File: src/hdl/assert_macros.svh
// Assertion helpers for the odometry block.
// ASSERT_CHK: concurrent check on clk, disabled while rst_n is low.
// ASSERT_CHK_ANY: concurrent check on clk that also holds during reset.
`ifndef ASSERT_MACROS_SVH
`define ASSERT_MACROS_SVH
`ifndef SYNTHESIS
`define ASSERT_CHK(label, prop, msg) \
  label: assert property (@(posedge clk) disable iff (!rst_n) prop) else $error(msg);
`define ASSERT_CHK_ANY(label, prop, msg) \
  label: assert property (@(posedge clk) prop) else $error(msg);
`else
`define ASSERT_CHK(label, prop, msg)
`define ASSERT_CHK_ANY(label, prop, msg)
`endif
`endif

File: src/hdl/dd_odo_pkg.sv
package dd_odo_pkg;

  // configuration register indexes
  localparam logic REG_DIST_PER_COUNT  = 1'b0;
  localparam logic REG_ANGLE_PER_COUNT = 1'b1;

  // angle constants, Q4.28, sign-extended to the 34-bit working width
  localparam logic signed [33:0] TWO_PI_Q28  = 34'sd1686629713;
  localparam logic signed [33:0] PI_Q28      = 34'sd843314857;
  localparam logic signed [33:0] HALF_PI_Q28 = 34'sd421657428;

  // CORDIC start value (inverse gain), Q2.30
  localparam logic signed [33:0] CORDIC_X0 = 34'sh026DD3B6A;

  localparam logic [47:0] MAX48 = 48'h7FFF_FFFF_FFFF;
  localparam logic [47:0] MIN48 = 48'h8000_0000_0000;

  // commands from the sequencer to the datapath
  typedef struct packed {
    logic       load;      // input transfer: capture deltas, reduce heading
    logic       mac;       // multiply phase active
    logic       scale_ph;  // 0: angle/distance products, 1: cos/sin scaling
    logic [2:0] k;         // sub-step inside a multiply phase
    logic       step;      // one CORDIC iteration
    logic [4:0] iter;      // CORDIC iteration index
    logic       commit;    // update pose and load the output register
  } cmd_t;

  typedef struct packed {
    logic out_blocked;     // output register full and stalled
  } status_t;

  // arctangent of 2^-i, Q2.30
  function automatic logic [30:0] atan_q30(input logic [4:0] i);
    logic [30:0] v;
    case (i)
      5'd0:  v = 31'h3243F6A8;
      5'd1:  v = 31'h1DAC6705;
      5'd2:  v = 31'h0FADBAFC;
      5'd3:  v = 31'h07F56EA6;
      5'd4:  v = 31'h03FEAB76;
      5'd5:  v = 31'h01FFD55B;
      5'd6:  v = 31'h00FFFAAA;
      5'd7:  v = 31'h007FFF55;
      5'd8:  v = 31'h003FFFEA;
      5'd9:  v = 31'h001FFFFD;
      5'd10: v = 31'h000FFFFF;
      5'd11: v = 31'h0007FFFF;
      5'd12: v = 31'h0003FFFF;
      5'd13: v = 31'h0001FFFF;
      5'd14: v = 31'h0000FFFF;
      5'd15: v = 31'h00007FFF;
      5'd16: v = 31'h00003FFF;
      5'd17: v = 31'h00001FFF;
      5'd18: v = 31'h00000FFF;
      5'd19: v = 31'h000007FF;
      5'd20: v = 31'h000003FF;
      5'd21: v = 31'h000001FF;
      5'd22: v = 31'h000000FF;
      5'd23: v = 31'h0000007F;
      5'd24: v = 31'h0000003F;
      5'd25: v = 31'h0000001F;
      5'd26: v = 31'h0000000F;
      5'd27: v = 31'h00000008;
      5'd28: v = 31'h00000004;
      5'd29: v = 31'h00000002;
      5'd30: v = 31'h00000001;
      default: v = 31'h00000000;
    endcase
    return v;
  endfunction

endpackage

File: src/hdl/dd_odo_ctrl.sv
`include "assert_macros.svh"

module dd_odo_ctrl import dd_odo_pkg::*; #(
  parameter int CORDIC_STEPS = 24
) (
  input  logic    clk,
  input  logic    rst_n,
  input  logic    in_valid,
  output logic    in_stall,
  input  status_t status,
  output cmd_t    cmd
);

  localparam logic [4:0] LAST_ITER = 5'(CORDIC_STEPS - 1);
  localparam logic [2:0] LAST_K    = 3'd4;

  typedef enum logic [2:0] {
    S_IDLE,
    S_MUL,
    S_CORDIC,
    S_SCALE,
    S_COMMIT
  } state_t;

  state_t     state_r;
  logic [2:0] k_r;
  logic [4:0] iter_r;

  // sequencer
  always_ff @(posedge clk) begin
    if (!rst_n) begin
      state_r <= S_IDLE;
      k_r     <= '0;
      iter_r  <= '0;
    end else begin
      case (state_r)
        S_IDLE: begin
          if (in_valid) begin
            state_r <= S_MUL;
            k_r     <= '0;
          end
        end
        S_MUL: begin
          if (k_r == LAST_K) begin
            state_r <= S_CORDIC;
            iter_r  <= '0;
          end else begin
            k_r <= k_r + 3'd1;
          end
        end
        S_CORDIC: begin
          if (iter_r == LAST_ITER) begin
            state_r <= S_SCALE;
            k_r     <= '0;
          end else begin
            iter_r <= iter_r + 5'd1;
          end
        end
        S_SCALE: begin
          if (k_r == LAST_K) begin
            state_r <= S_COMMIT;
          end else begin
            k_r <= k_r + 3'd1;
          end
        end
        S_COMMIT: begin
          if (!status.out_blocked) begin
            state_r <= S_IDLE;
          end
        end
        default: state_r <= S_IDLE;
      endcase
    end
  end

  // command decode
  assign in_stall     = (state_r != S_IDLE);
  assign cmd.load     = (state_r == S_IDLE) && in_valid;
  assign cmd.mac      = (state_r == S_MUL) || (state_r == S_SCALE);
  assign cmd.scale_ph = (state_r == S_SCALE);
  assign cmd.k        = k_r;
  assign cmd.step     = (state_r == S_CORDIC);
  assign cmd.iter     = iter_r;
  assign cmd.commit   = (state_r == S_COMMIT) && !status.out_blocked;

  `ASSERT_CHK(a_load_starts_mul, cmd.load |=> (cmd.mac && !cmd.scale_ph && cmd.k == 3'd0),
              "load not followed by first multiply step")
  `ASSERT_CHK(a_commit_frees, cmd.commit |=> !in_stall, "commit did not return to idle")
  `ASSERT_CHK(a_scale_after_cordic, $rose(cmd.scale_ph) |-> $past(cmd.step),
              "scaling began without CORDIC")
  `ASSERT_CHK(a_commit_not_blocked, cmd.commit |-> !status.out_blocked,
              "commit into a stalled output")

endmodule

File: config.mk
export PLATFORM = sky130hd
export DESIGN_NAME = dd_odo_ctrl
export DESIGN_NICKNAME = d
export VERILOG_FILES = /design/src/hdl/dd_odo_pkg.sv /design/src/hdl/dd_odo_ctrl.sv
export VERILOG_INCLUDE_DIRS = /design/src /design/src/hdl
export SDC_FILE = /design/constraint.sdc
export NUM_CORES = 1
export LEC_CHECK = 0
export BUFFER_PORTS_ARGS = -buffer_cell sky130_fd_sc_hd__buf_2
export CORE_AREA = 4 4 41 43
export CTS_CLUSTER_SIZE = 16
export DETAILED_ROUTE_END_ITERATION = 10
export DIE_AREA = 0 0 45 47
export PLACE_DENSITY = 0.79
export SYNTH_ARGS = -nofsm -noshare
export SYNTH_HDL_FRONTEND = slang
export SYNTH_SLANG_ARGS = --single-unit
File: constraint.sdc
create_clock -name clk -period 1.5 [get_ports clk]
set_clock_uncertainty 0.05 [all_clocks]
set_input_delay 0.375 -clock clk [delete_from_list [all_inputs] [get_ports clk]]
set_output_delay 0.375 -clock clk [all_outputs]
set_load 0.01 [all_outputs]
# Yosys cells after proc, flatten, opt, wreduce, memory -nomap -nowiden

Cells that the tools add are included.

Register bits after elaboration: 11
Output and inout bits: 14
Logic and storage cells: 43

$add $sub $neg: 2
Eq/ne operators: 13
Muxes and demuxes: 13
Reduce and logical (&&, ||, !) cells: 12

Operators with widths:

| kind                                                             | count |
|---|---|
| 3-bit two-way mux                                                | 8 |
| 3-bit one-hot mux with 5 select lines                            | 1 |
| 5-bit two-way mux                                                | 2 |
| 2-bit != test (second input constant)                            | 5 |
| 5-bit one-hot mux with 2 select lines                            | 1 |
| 3-bit one-hot mux with 3 select lines                            | 1 |
| 3-bit by 2-bit == test with 1-bit output (second input constant) | 2 |
| 3-bit == test (second input constant)                            | 2 |
| 3-bit nonzero test                                               | 2 |
| 5-bit by 1-bit adder with 5-bit output (second input constant)   | 1 |
| 5-bit == test (second input constant)                            | 1 |
| 5-bit AND reduction                                              | 1 |
| 2-bit by 1-bit != test with 1-bit output (second input constant) | 2 |
| 4-bit AND reduction                                              | 1 |
| 3-bit by 1-bit adder with 3-bit output (second input constant)   | 1 |
| 3-bit by 1-bit == test with 1-bit output (second input constant) | 1 |
| 3-bit logical NOT                                                | 1 |
| 3-bit AND reduction                                              | 1 |
| 1-bit logical AND                                                | 2 |
| 2-bit nonzero test                                               | 1 |
| 2-bit OR reduction                                               | 1 |
| 1-bit logical NOT                                                | 1 |
| 1-bit logical OR                                                 | 1 |

# Depth between registers and ports, before layout

Gate-level depths: netlist (run 1).

Depth in word-level cells: 4
Mapped depth: 6

# Worst setup path before layout (run 1)

No wires, ideal clock.

Path type: reg2reg
From: register iter_r[0]
To: register iter_r[2]
Library setup time: 0.091 ns
Arrival time: 1.308 ns
Required time: 1.359 ns
Setup slack: 0.051 ns
Stages on the path, launching flop included: 6
Buffers on the path: 0
Clock period less this slack: 1.449 ns
Cells stage by stage: dfxtp_1 ha_1 and4b_1 nand2b_1 o31ai_1 a311oi_1

Longest elaborated chain between the ends: 3

RTL lines:

| item                                                                                | line                                 | source |
|---|---|---|
| start: declaration                                                                  | dd_odo_ctrl.sv:27                    | `logic [4:0] iter_r;` |
| start signal: assignment                                                            | dd_odo_ctrl.sv:56                    | `iter_r <= iter_r + 5'd1;` |
| 5-bit by 1-bit adder with 5-bit output / 5-bit == test (equally long branches)      | dd_odo_ctrl.sv:56, dd_odo_ctrl.sv:52 |  |
| 5-bit two-way mux / 2-bit != test (equally long branches)                           | n/a                                  |  |
| 5-bit one-hot mux with 2 select lines / 3-bit AND reduction (equally long branches) | n/a                                  |  |

Parallel ways exist; a longest one is shown, timed or not. The select of a mux whose other input is x is not followed.
A chain may end at the register's enable or synchronous reset.

==> flow_summary.toml, run 1 <==
[outcome]
status = "finished, violations left"
failed_checks = "negative setup slack"

[pwr]
vdd_drop_max_uv = 565.2
power_mw = 0.6013
seqPwrFrac = 0.510
power_leakage_nw = 0.4398
sw_frac_of_total = 0.2624
power_density_nw_per_um2 = 617.7
pwr-share-comb = 0.166
power_frac_clock = 0.324
p_sw_mw = 0.1578
intPower_mw = 0.4435

[synthesis]
synthMuxAreaShare = 0.01636
ys_warn_count = 0
synth_top_family_by_area = "simple AND/OR/NAND/NOR gates"
synth_area_sq_um = 611.8
synthCells = 76
synth_compound_area_frac = 0.1881
synth_xor_area_frac = 0.01431
syn-num-nets = 83
yosys.area_share.simple = 0.2965
synth.ff_latch_count = 11
synth_fa_ha_area_frac = 0.06135
ys_seq_area_frac = 0.3599
avgSynthCellArea_sq_um = 8.050
synth_cell_types = 28

[global_route]
antenna_found_initial = 0
grt_pass1_vias = 623
grt_max_degree = 10
grt_pass1_wl_microns = 2739
grt.overflow.total = 0
track_usage = 0.1827

[route]
drt_iter0_markers = 13
vias = 713
drcViolationCount = 0
wl_per_cell_microns = 15.02
via_per_inst = 5.527
firstDrtPassIters = 4
postRouteAntennaNets = 0
drt_wl_total_microns = 1938

[worst_setup_path]
cp_slowest_cell = "dfxtp_4"
start_kind = "register"
endpoint_kind = "output port"
worstReg2RegEnd = "iter_r[1]"
arrival_ns = 1.11
rrSetupSlack_ns = 0.06
cp-startpoint = "state_r[2]"
required_ns = 1.07
cp_max_fo = 5
path_cells = "nand2b_4 > inv_4 > and2_4 > buf_6"
r2r-start = "iter_r[0]"
worstSetupPathType = "register to output port"
crit_end = "cmd[10]"
worstRegToRegCells = 6
critical-path-max-stage-delay_ns = 0.39

[finish]
stdcell_area_sq_um = 973.4
antenna_cells = 0
stdcell_count = 129
syn_to_final_growth_pct = 59.10
nets = 122
final_util = 0.7481
layout-drive-gt1-share = 0.5351

[placed_design]
portBuffers = 17
post-place-cells = 117
placed_cell_area_sq_um = 789.5
gp_congestion = 0.8033
place_ws_ns = 0.02672
dp_hpwl_microns = 1227

[timing]
max_freq_ghz = 0.6519
timing_hold_violations_final = 0
holdWs_ns = 0.3338
worst_pin_slew_ns = 0.2869
maxSlewHeadroom = 0.8085
finalWorstSetupSlack_ns = -0.03408
slew_violations = 0
finalSetupTns_ns = -0.05699
finalSetupViolCount = 2
rsz0062_at_grt = "yes"
min_period_over_period = 1.023
layout_min_cycle_time_ns = 1.534

[floorplan]
die_area_sq_um = 2115
die_w_microns = 45
initial_core_util = 0.4702
die-height_microns = 47
core_sq_um = 1301
ios = 18
rows = 13

[clock_tree]
cts_tree = "done"
h-tree-depth = 1
clk_path_buf_depth = 2
clockRootBuffer = "clkbuf_4"
numClockSinks = 11
clock_latency_ns = 0.27
cts_hold_buf = 0
cts_made_buffers = 3
clk_pin_slew_worst_paths_ns = 0.06

[flow_run]
max_cap_violations = 0

[hold_path]
hold_class = "primary input to register"
-- state kept, by name, summed over array words and instances, names as in the netlist --
signal,count
state_r,3
k_r,3
iter_r,5
-- final cells by class --
cell class	instances	area, sq um
repair buffers	37	249.0
inverters	6	25.02
multi-input cells	56	420.4
clock buffers	4	26.28
fillers	84	327.8
well taps	15	18.77
flip-flops and latches	11	234.0
-- timing repair --
action | CTS | global route
buffers inserted | 2 | 6
pin swaps | 2 | 3
gates cloned | 0 | 0
endpoints found under the setup margin | 6 | 10
gates resized for setup | 13 | 15
hold endpoints to repair | 0 | 0
-- placed cells by master, fill, tap and decap left out, types with 3 or more instances in the layout --
master / count
o22ai_1: 3
nand2_2: 3
dfxtp_4: 3
dfxtp_1: 6
clkbuf_4: 3
nand3_1: 6
inv_1: 5
buf_4: 18
a21oi_1: 5
nand2_1: 9
buf_2: 16
buf_6: 3
-- synth_stat cells (all sizes together) --
cell / count / area [sq um]
o21a: 1 / 7.510
nand2b: 4 / 25.02
nor2: 2 / 7.510
clkbuf: 1 / 3.750
and2: 1 / 6.260
mux2i: 1 / 10.01
xor2: 1 / 8.760
a31o: 1 / 8.760
a211oi: 2 / 15.01
o22ai: 3 / 18.77
dfxtp: 11 / 220.2
a31oi: 1 / 6.260
nand4: 1 / 6.260
inv: 6 / 22.52
nor2b: 2 / 12.51
ha: 3 / 37.54
and4b: 1 / 10.01
nor3b: 1 / 18.77
a21oi: 5 / 25.02
o32ai: 2 / 17.52
nand3: 6 / 30.03
nor3: 4 / 20.02
buf: 2 / 12.51
a311oi: 1 / 8.760
o31ai: 1 / 7.510
nand2: 12 / 45.04
-- logic make-up (layout without fill, tap and decap cells) --
group | after synthesis | in the layout
mux | 1 | 1
flops | 11 | 11
fa+ha+maj | 3 | 3
buf+inv | 9 | 47
xor+xnor | 1 | 1
compound gates | 17 | 17
simple gates | 34 | 34
-- power groups by stage --
stage	registers, mW	logic, mW	clock network [mW]
floorplan	0.315	0.0419	0
CTS	0.307	0.0824	0.201
finish	0.307	0.0996	0.195
global placement	0.312	0.0713	0
detailed placement	0.312	0.0734	0
global route	0.307	0.109	0.223
-- critical path, delay by kind of cell (launching register included) --
family	cells	cell delay, ns
AND/OR/NAND/NOR	2	0.30
flip-flops	1	0.39
buffers and inverters	2	0.15
-- layer usage --
| metal | vias up | track usage | routed length [microns] |
|---|---|---|---|
| li1 | 347 | - | - |
| met1 | 332 | 0.2333 | 805 |
| met2 | 30 | 0.2825 | 982 |
| met3 | 4 | 0.06897 | 130 |
| met4 | 0 | 0.06433 | 20 |
| met5 | - | 0 | 0 |
-- worst min path at each step --
| stage | start | to | slack [ns] | cells past startpoint |
|---|---|---|---|---|
| after global placement | k_r[1] | k_r[1] | 0.46 | 2 |
| after CTS | status | state_r[2] | 0.33 | 3 |
| final | status | state_r[2] | 0.33 | 3 |
| after detailed placement | k_r[1] | k_r[1] | 0.48 | 2 |
| after global routing | status | state_r[2] | 0.34 | 3 |
| after floorplan | iter_r[1] | iter_r[1] | 0.47 | 2 |
(Power assumes the default switching activity.)
==> run 2, diff against run 1 <==
--- a/config.mk
+++ b/config.mk
@@ -8,8 +8,9 @@
 export LEC_CHECK = 0
+export ABC_AREA = 1
 export BUFFER_PORTS_ARGS = -buffer_cell sky130_fd_sc_hd__buf_2
-export CORE_AREA = 4 4 41 43
+export CORE_MARGIN = 4
+export CORE_UTILIZATION = 51
 export CTS_CLUSTER_SIZE = 16
 export DETAILED_ROUTE_END_ITERATION = 10
-export DIE_AREA = 0 0 45 47
-export PLACE_DENSITY = 0.79
+export PLACE_DENSITY = 0.84
 export SYNTH_ARGS = -nofsm -noshare
--- a/constraint.sdc
+++ b/constraint.sdc
@@ -4,2 +4,2 @@
 set_output_delay 0.375 -clock clk [all_outputs]
-set_load 0.01 [all_outputs]
+set_load 0.02 [all_outputs]
==> run 2 against run 1 <==
  * The run now ends clean
  * Sequential share of layout area shrank 1.1 points
  * Wire length grew 0.52%
  * Cell count grew 22%
  * Clock power grew 8%
  * Die area grew 1.6%
  * Setup slack gained 0.037 ns
  * Combinational power grew to 14 times the previous value
  * Sequential power grew 64%
  * Register-to-register slack gained 0.05 ns
  * Clock-buffer cell count is the same
==> flow_summary.toml, run 2 <==
[outcome]
status = "finished, final reports clean"

[clock_tree]
numClockSinks = 11
cts_tree = "done"
clockRootBuffer = "clkbuf_4"
h-tree-depth = 1
clock_latency_ns = 0.28
cts_made_buffers = 3
clk_pin_slew_worst_paths_ns = 0.07
clk_path_buf_depth = 2

[pwr]
power_density_nw_per_um2 = 2045
power_mw = 2.122
power_frac_clock = 0.099
intPower_mw = 1.101
sw_frac_of_total = 0.4810
p_sw_mw = 1.021
pwr-share-comb = 0.663
vdd_drop_max_uv = 1106
power_leakage_nw = 0.5369
seqPwrFrac = 0.238

[synthesis]
avgSynthCellArea_sq_um = 6.763
synthMuxAreaShare = 0
ys_seq_area_frac = 0.2933
synthMostInstantiatedCell = "nand2_1"
yosys.area_share.simple = 0.4900
synth_fa_ha_area_frac = 0.05000
syn-num-nets = 118
async_flop_share = 0
synth_top_family_by_area = "simple AND/OR/NAND/NOR gates"
synth_xor_area_frac = 0
synth.area.top_cells = "dfxtp_1, nand2_1, nor2_1, inv_1, ha_1"
synth_compound_area_frac = 0.07500
synth_common_cells = "nand2_1, nor2_1, inv_1"
ys_warn_count = 0
synth_top_flop_cell = "dfxtp_1"
yosysTopAreaCell = "dfxtp_1"
synth_cell_types = 21
synth_area_sq_um = 750.7
synthCells = 111
synth_edf_count = 0
synth_top_area_frac = 0.2933
synth.ff_latch_count = 11

[timing]
worst_pin_slew_ns = 0.1710
finalWorstSetupSlack_ns = 0.003262
rsz0062_at_grt = "yes"
holdWs_ns = 0.3469
max_freq_ghz = 0.6681
slew_violations = 0
finalSetupTns_ns = 0
timing_hold_violations_final = 0
maxSlewHeadroom = 0.8859
layout_min_cycle_time_ns = 1.497
finalSetupViolCount = 0
min_period_over_period = 0.9978

[route]
drcViolationCount = 0
wl_per_cell_microns = 12.41
drt_iter0_markers = 21
vias = 829
postRouteAntennaNets = 0
firstDrtPassIters = 4
via_per_inst = 5.280
drt_wl_total_microns = 1948

[worst_setup_path]
rrSetupSlack_ns = 0.11
worstReg2RegEnd = "iter_r[0]"
arrival_ns = 1.07
start_kind = "register"
cp_max_fo = 5
r2r-start = "iter_r[0]"
worstSetupPathType = "register to output port"
worstRegToRegCells = 8
endpoint_kind = "output port"
required_ns = 1.07

[global_route]
grt_pass1_vias = 747
met3_usage = 0.06250
track_usage = 0.2113
antenna_found_initial = 0
met2_usage = 0.3571
top_usage_layer = "met2"
met1_usage = 0.2383
grt.overflow.total = 0
grt_max_degree = 10
grt_pass1_wl_microns = 3153

[floorplan]
ios = 18
core_sq_um = 1350
die-height_microns = 46.37
initial_core_util = 0.5561
die_area_sq_um = 2150
die_w_microns = 46.37
rows = 13

[finish]
seqCellArea_sq_um = 237.7
mostFrequentLayoutCell = "nand2_1"
syn_to_final_growth_pct = 38.17
final_util = 0.7683
layout-drive-gt1-share = 0.4155
stdcell_area_sq_um = 1037
top_register = "iter_r"
multi_input_area_sq_um = 479.2
final_cell_mix = "nand2_1, nor2_1, buf_2"
nets = 150
stdcell_count = 157
antenna_cells = 0
fillers = 102
largest_reg_flops = 5
reg.largest.list = "iter_r (5), k_r (3), state_r (3)"

[flow_run]
max_cap_violations = 0

[hold_path]
hold_path_startpoint = "rst_n"
worstHoldPathCells = 3
hold_class = "primary input to register"
hold-path-endpoint = "state_r[1]"

[placed_design]
placed_cell_area_sq_um = 857.1
place_ws_ns = 0.08055
post-place-cells = 143
dp_hpwl_microns = 1251
gp_congestion = 0.8663
portBuffers = 17
[run 2: cell types whose count changed after synthesis, moves of 3 or more]
cell      previous run  this run
o21ai_0              0         3
nor3_1               4         0
nand4_1              1         5
nand2_1             12        26
nand3_2              0         3
nand2b_1             4         0
nor2_1               2        21
o22ai_1              3         0
inv_1                5        14
[run 2: power by group through the flow]
stage / registers, mW / logic, mW / clock network, mW
6_report: 0.505 / 1.41 / 0.211
5_1_grt: 0.521 / 1.53 / 0.234
4_1_cts: 0.498 / 1.25 / 0.212
3_5_place_dp: 0.460 / 1.03 / 0
3_3_place_gp: 0.456 / 1.01 / 0
2_1_floorplan: 0.494 / 0.756 / 0
[run 2: layer usage]
| metal | part of all wire | wire [microns] |
|---|---|---|
| met3 | 0.048 | 94 |
| met4 | 0.017 | 33 |
| met1 | 0.43 | 832 |
| met5 | 0 | 0 |
| met2 | 0.51 | 988 |
[run 2: worst max-delay path: stages, from the launching register on]
cell,delay (ns)
dfxtp_4,0.38
nor2_4,0.12
nand2_2,0.06
nor2_2,0.11
buf_6,0.12
[run 2: repair_timing]
| item | 4_1_cts | 5_1_grt |
|---|---|---|
| pin swaps | 2 | 5 |
| resized for setup | 18 | 13 |
| hold buffers | 0 | 0 |
| endpoints found under the setup margin | 6 | 13 |
| buffers inserted | 7 | 3 |
[run 2: cell families (layout without fill, tap and decap cells)]
logic type | after synthesis | in the layout
buffers and inverters | 18 | 49
flip-flops | 11 | 11
AO/OA/AOI/OAI | 10 | 10
AND/OR/NAND/NOR | 69 | 69
adder cells (fa/ha/maj) | 3 | 3
[run 2: worst max-delay path by stage]
stage	slack, ns	startpoint	end	cells after the start
floorplan	0.03	iter_r[0]	iter_r[0]	8
global placement	0.14	state_r[2]	cmd[10]	6
detailed placement	0.08	iter_r[0]	iter_r[0]	8
CTS	-0.01	state_r[0]	cmd[12]	4
global route	-0.05	state_r[2]	cmd[12]	4
finish	0.003	state_r[2]	cmd[12]	4
[run 2: layout make-up]
class	instances	share of cell area
clock buffer	4	0.02533
inverter	17	0.07117
multi-input combinational	82	0.4620
sequential	11	0.2292
tap	15	0.01809
timing repair buffer	28	0.1942
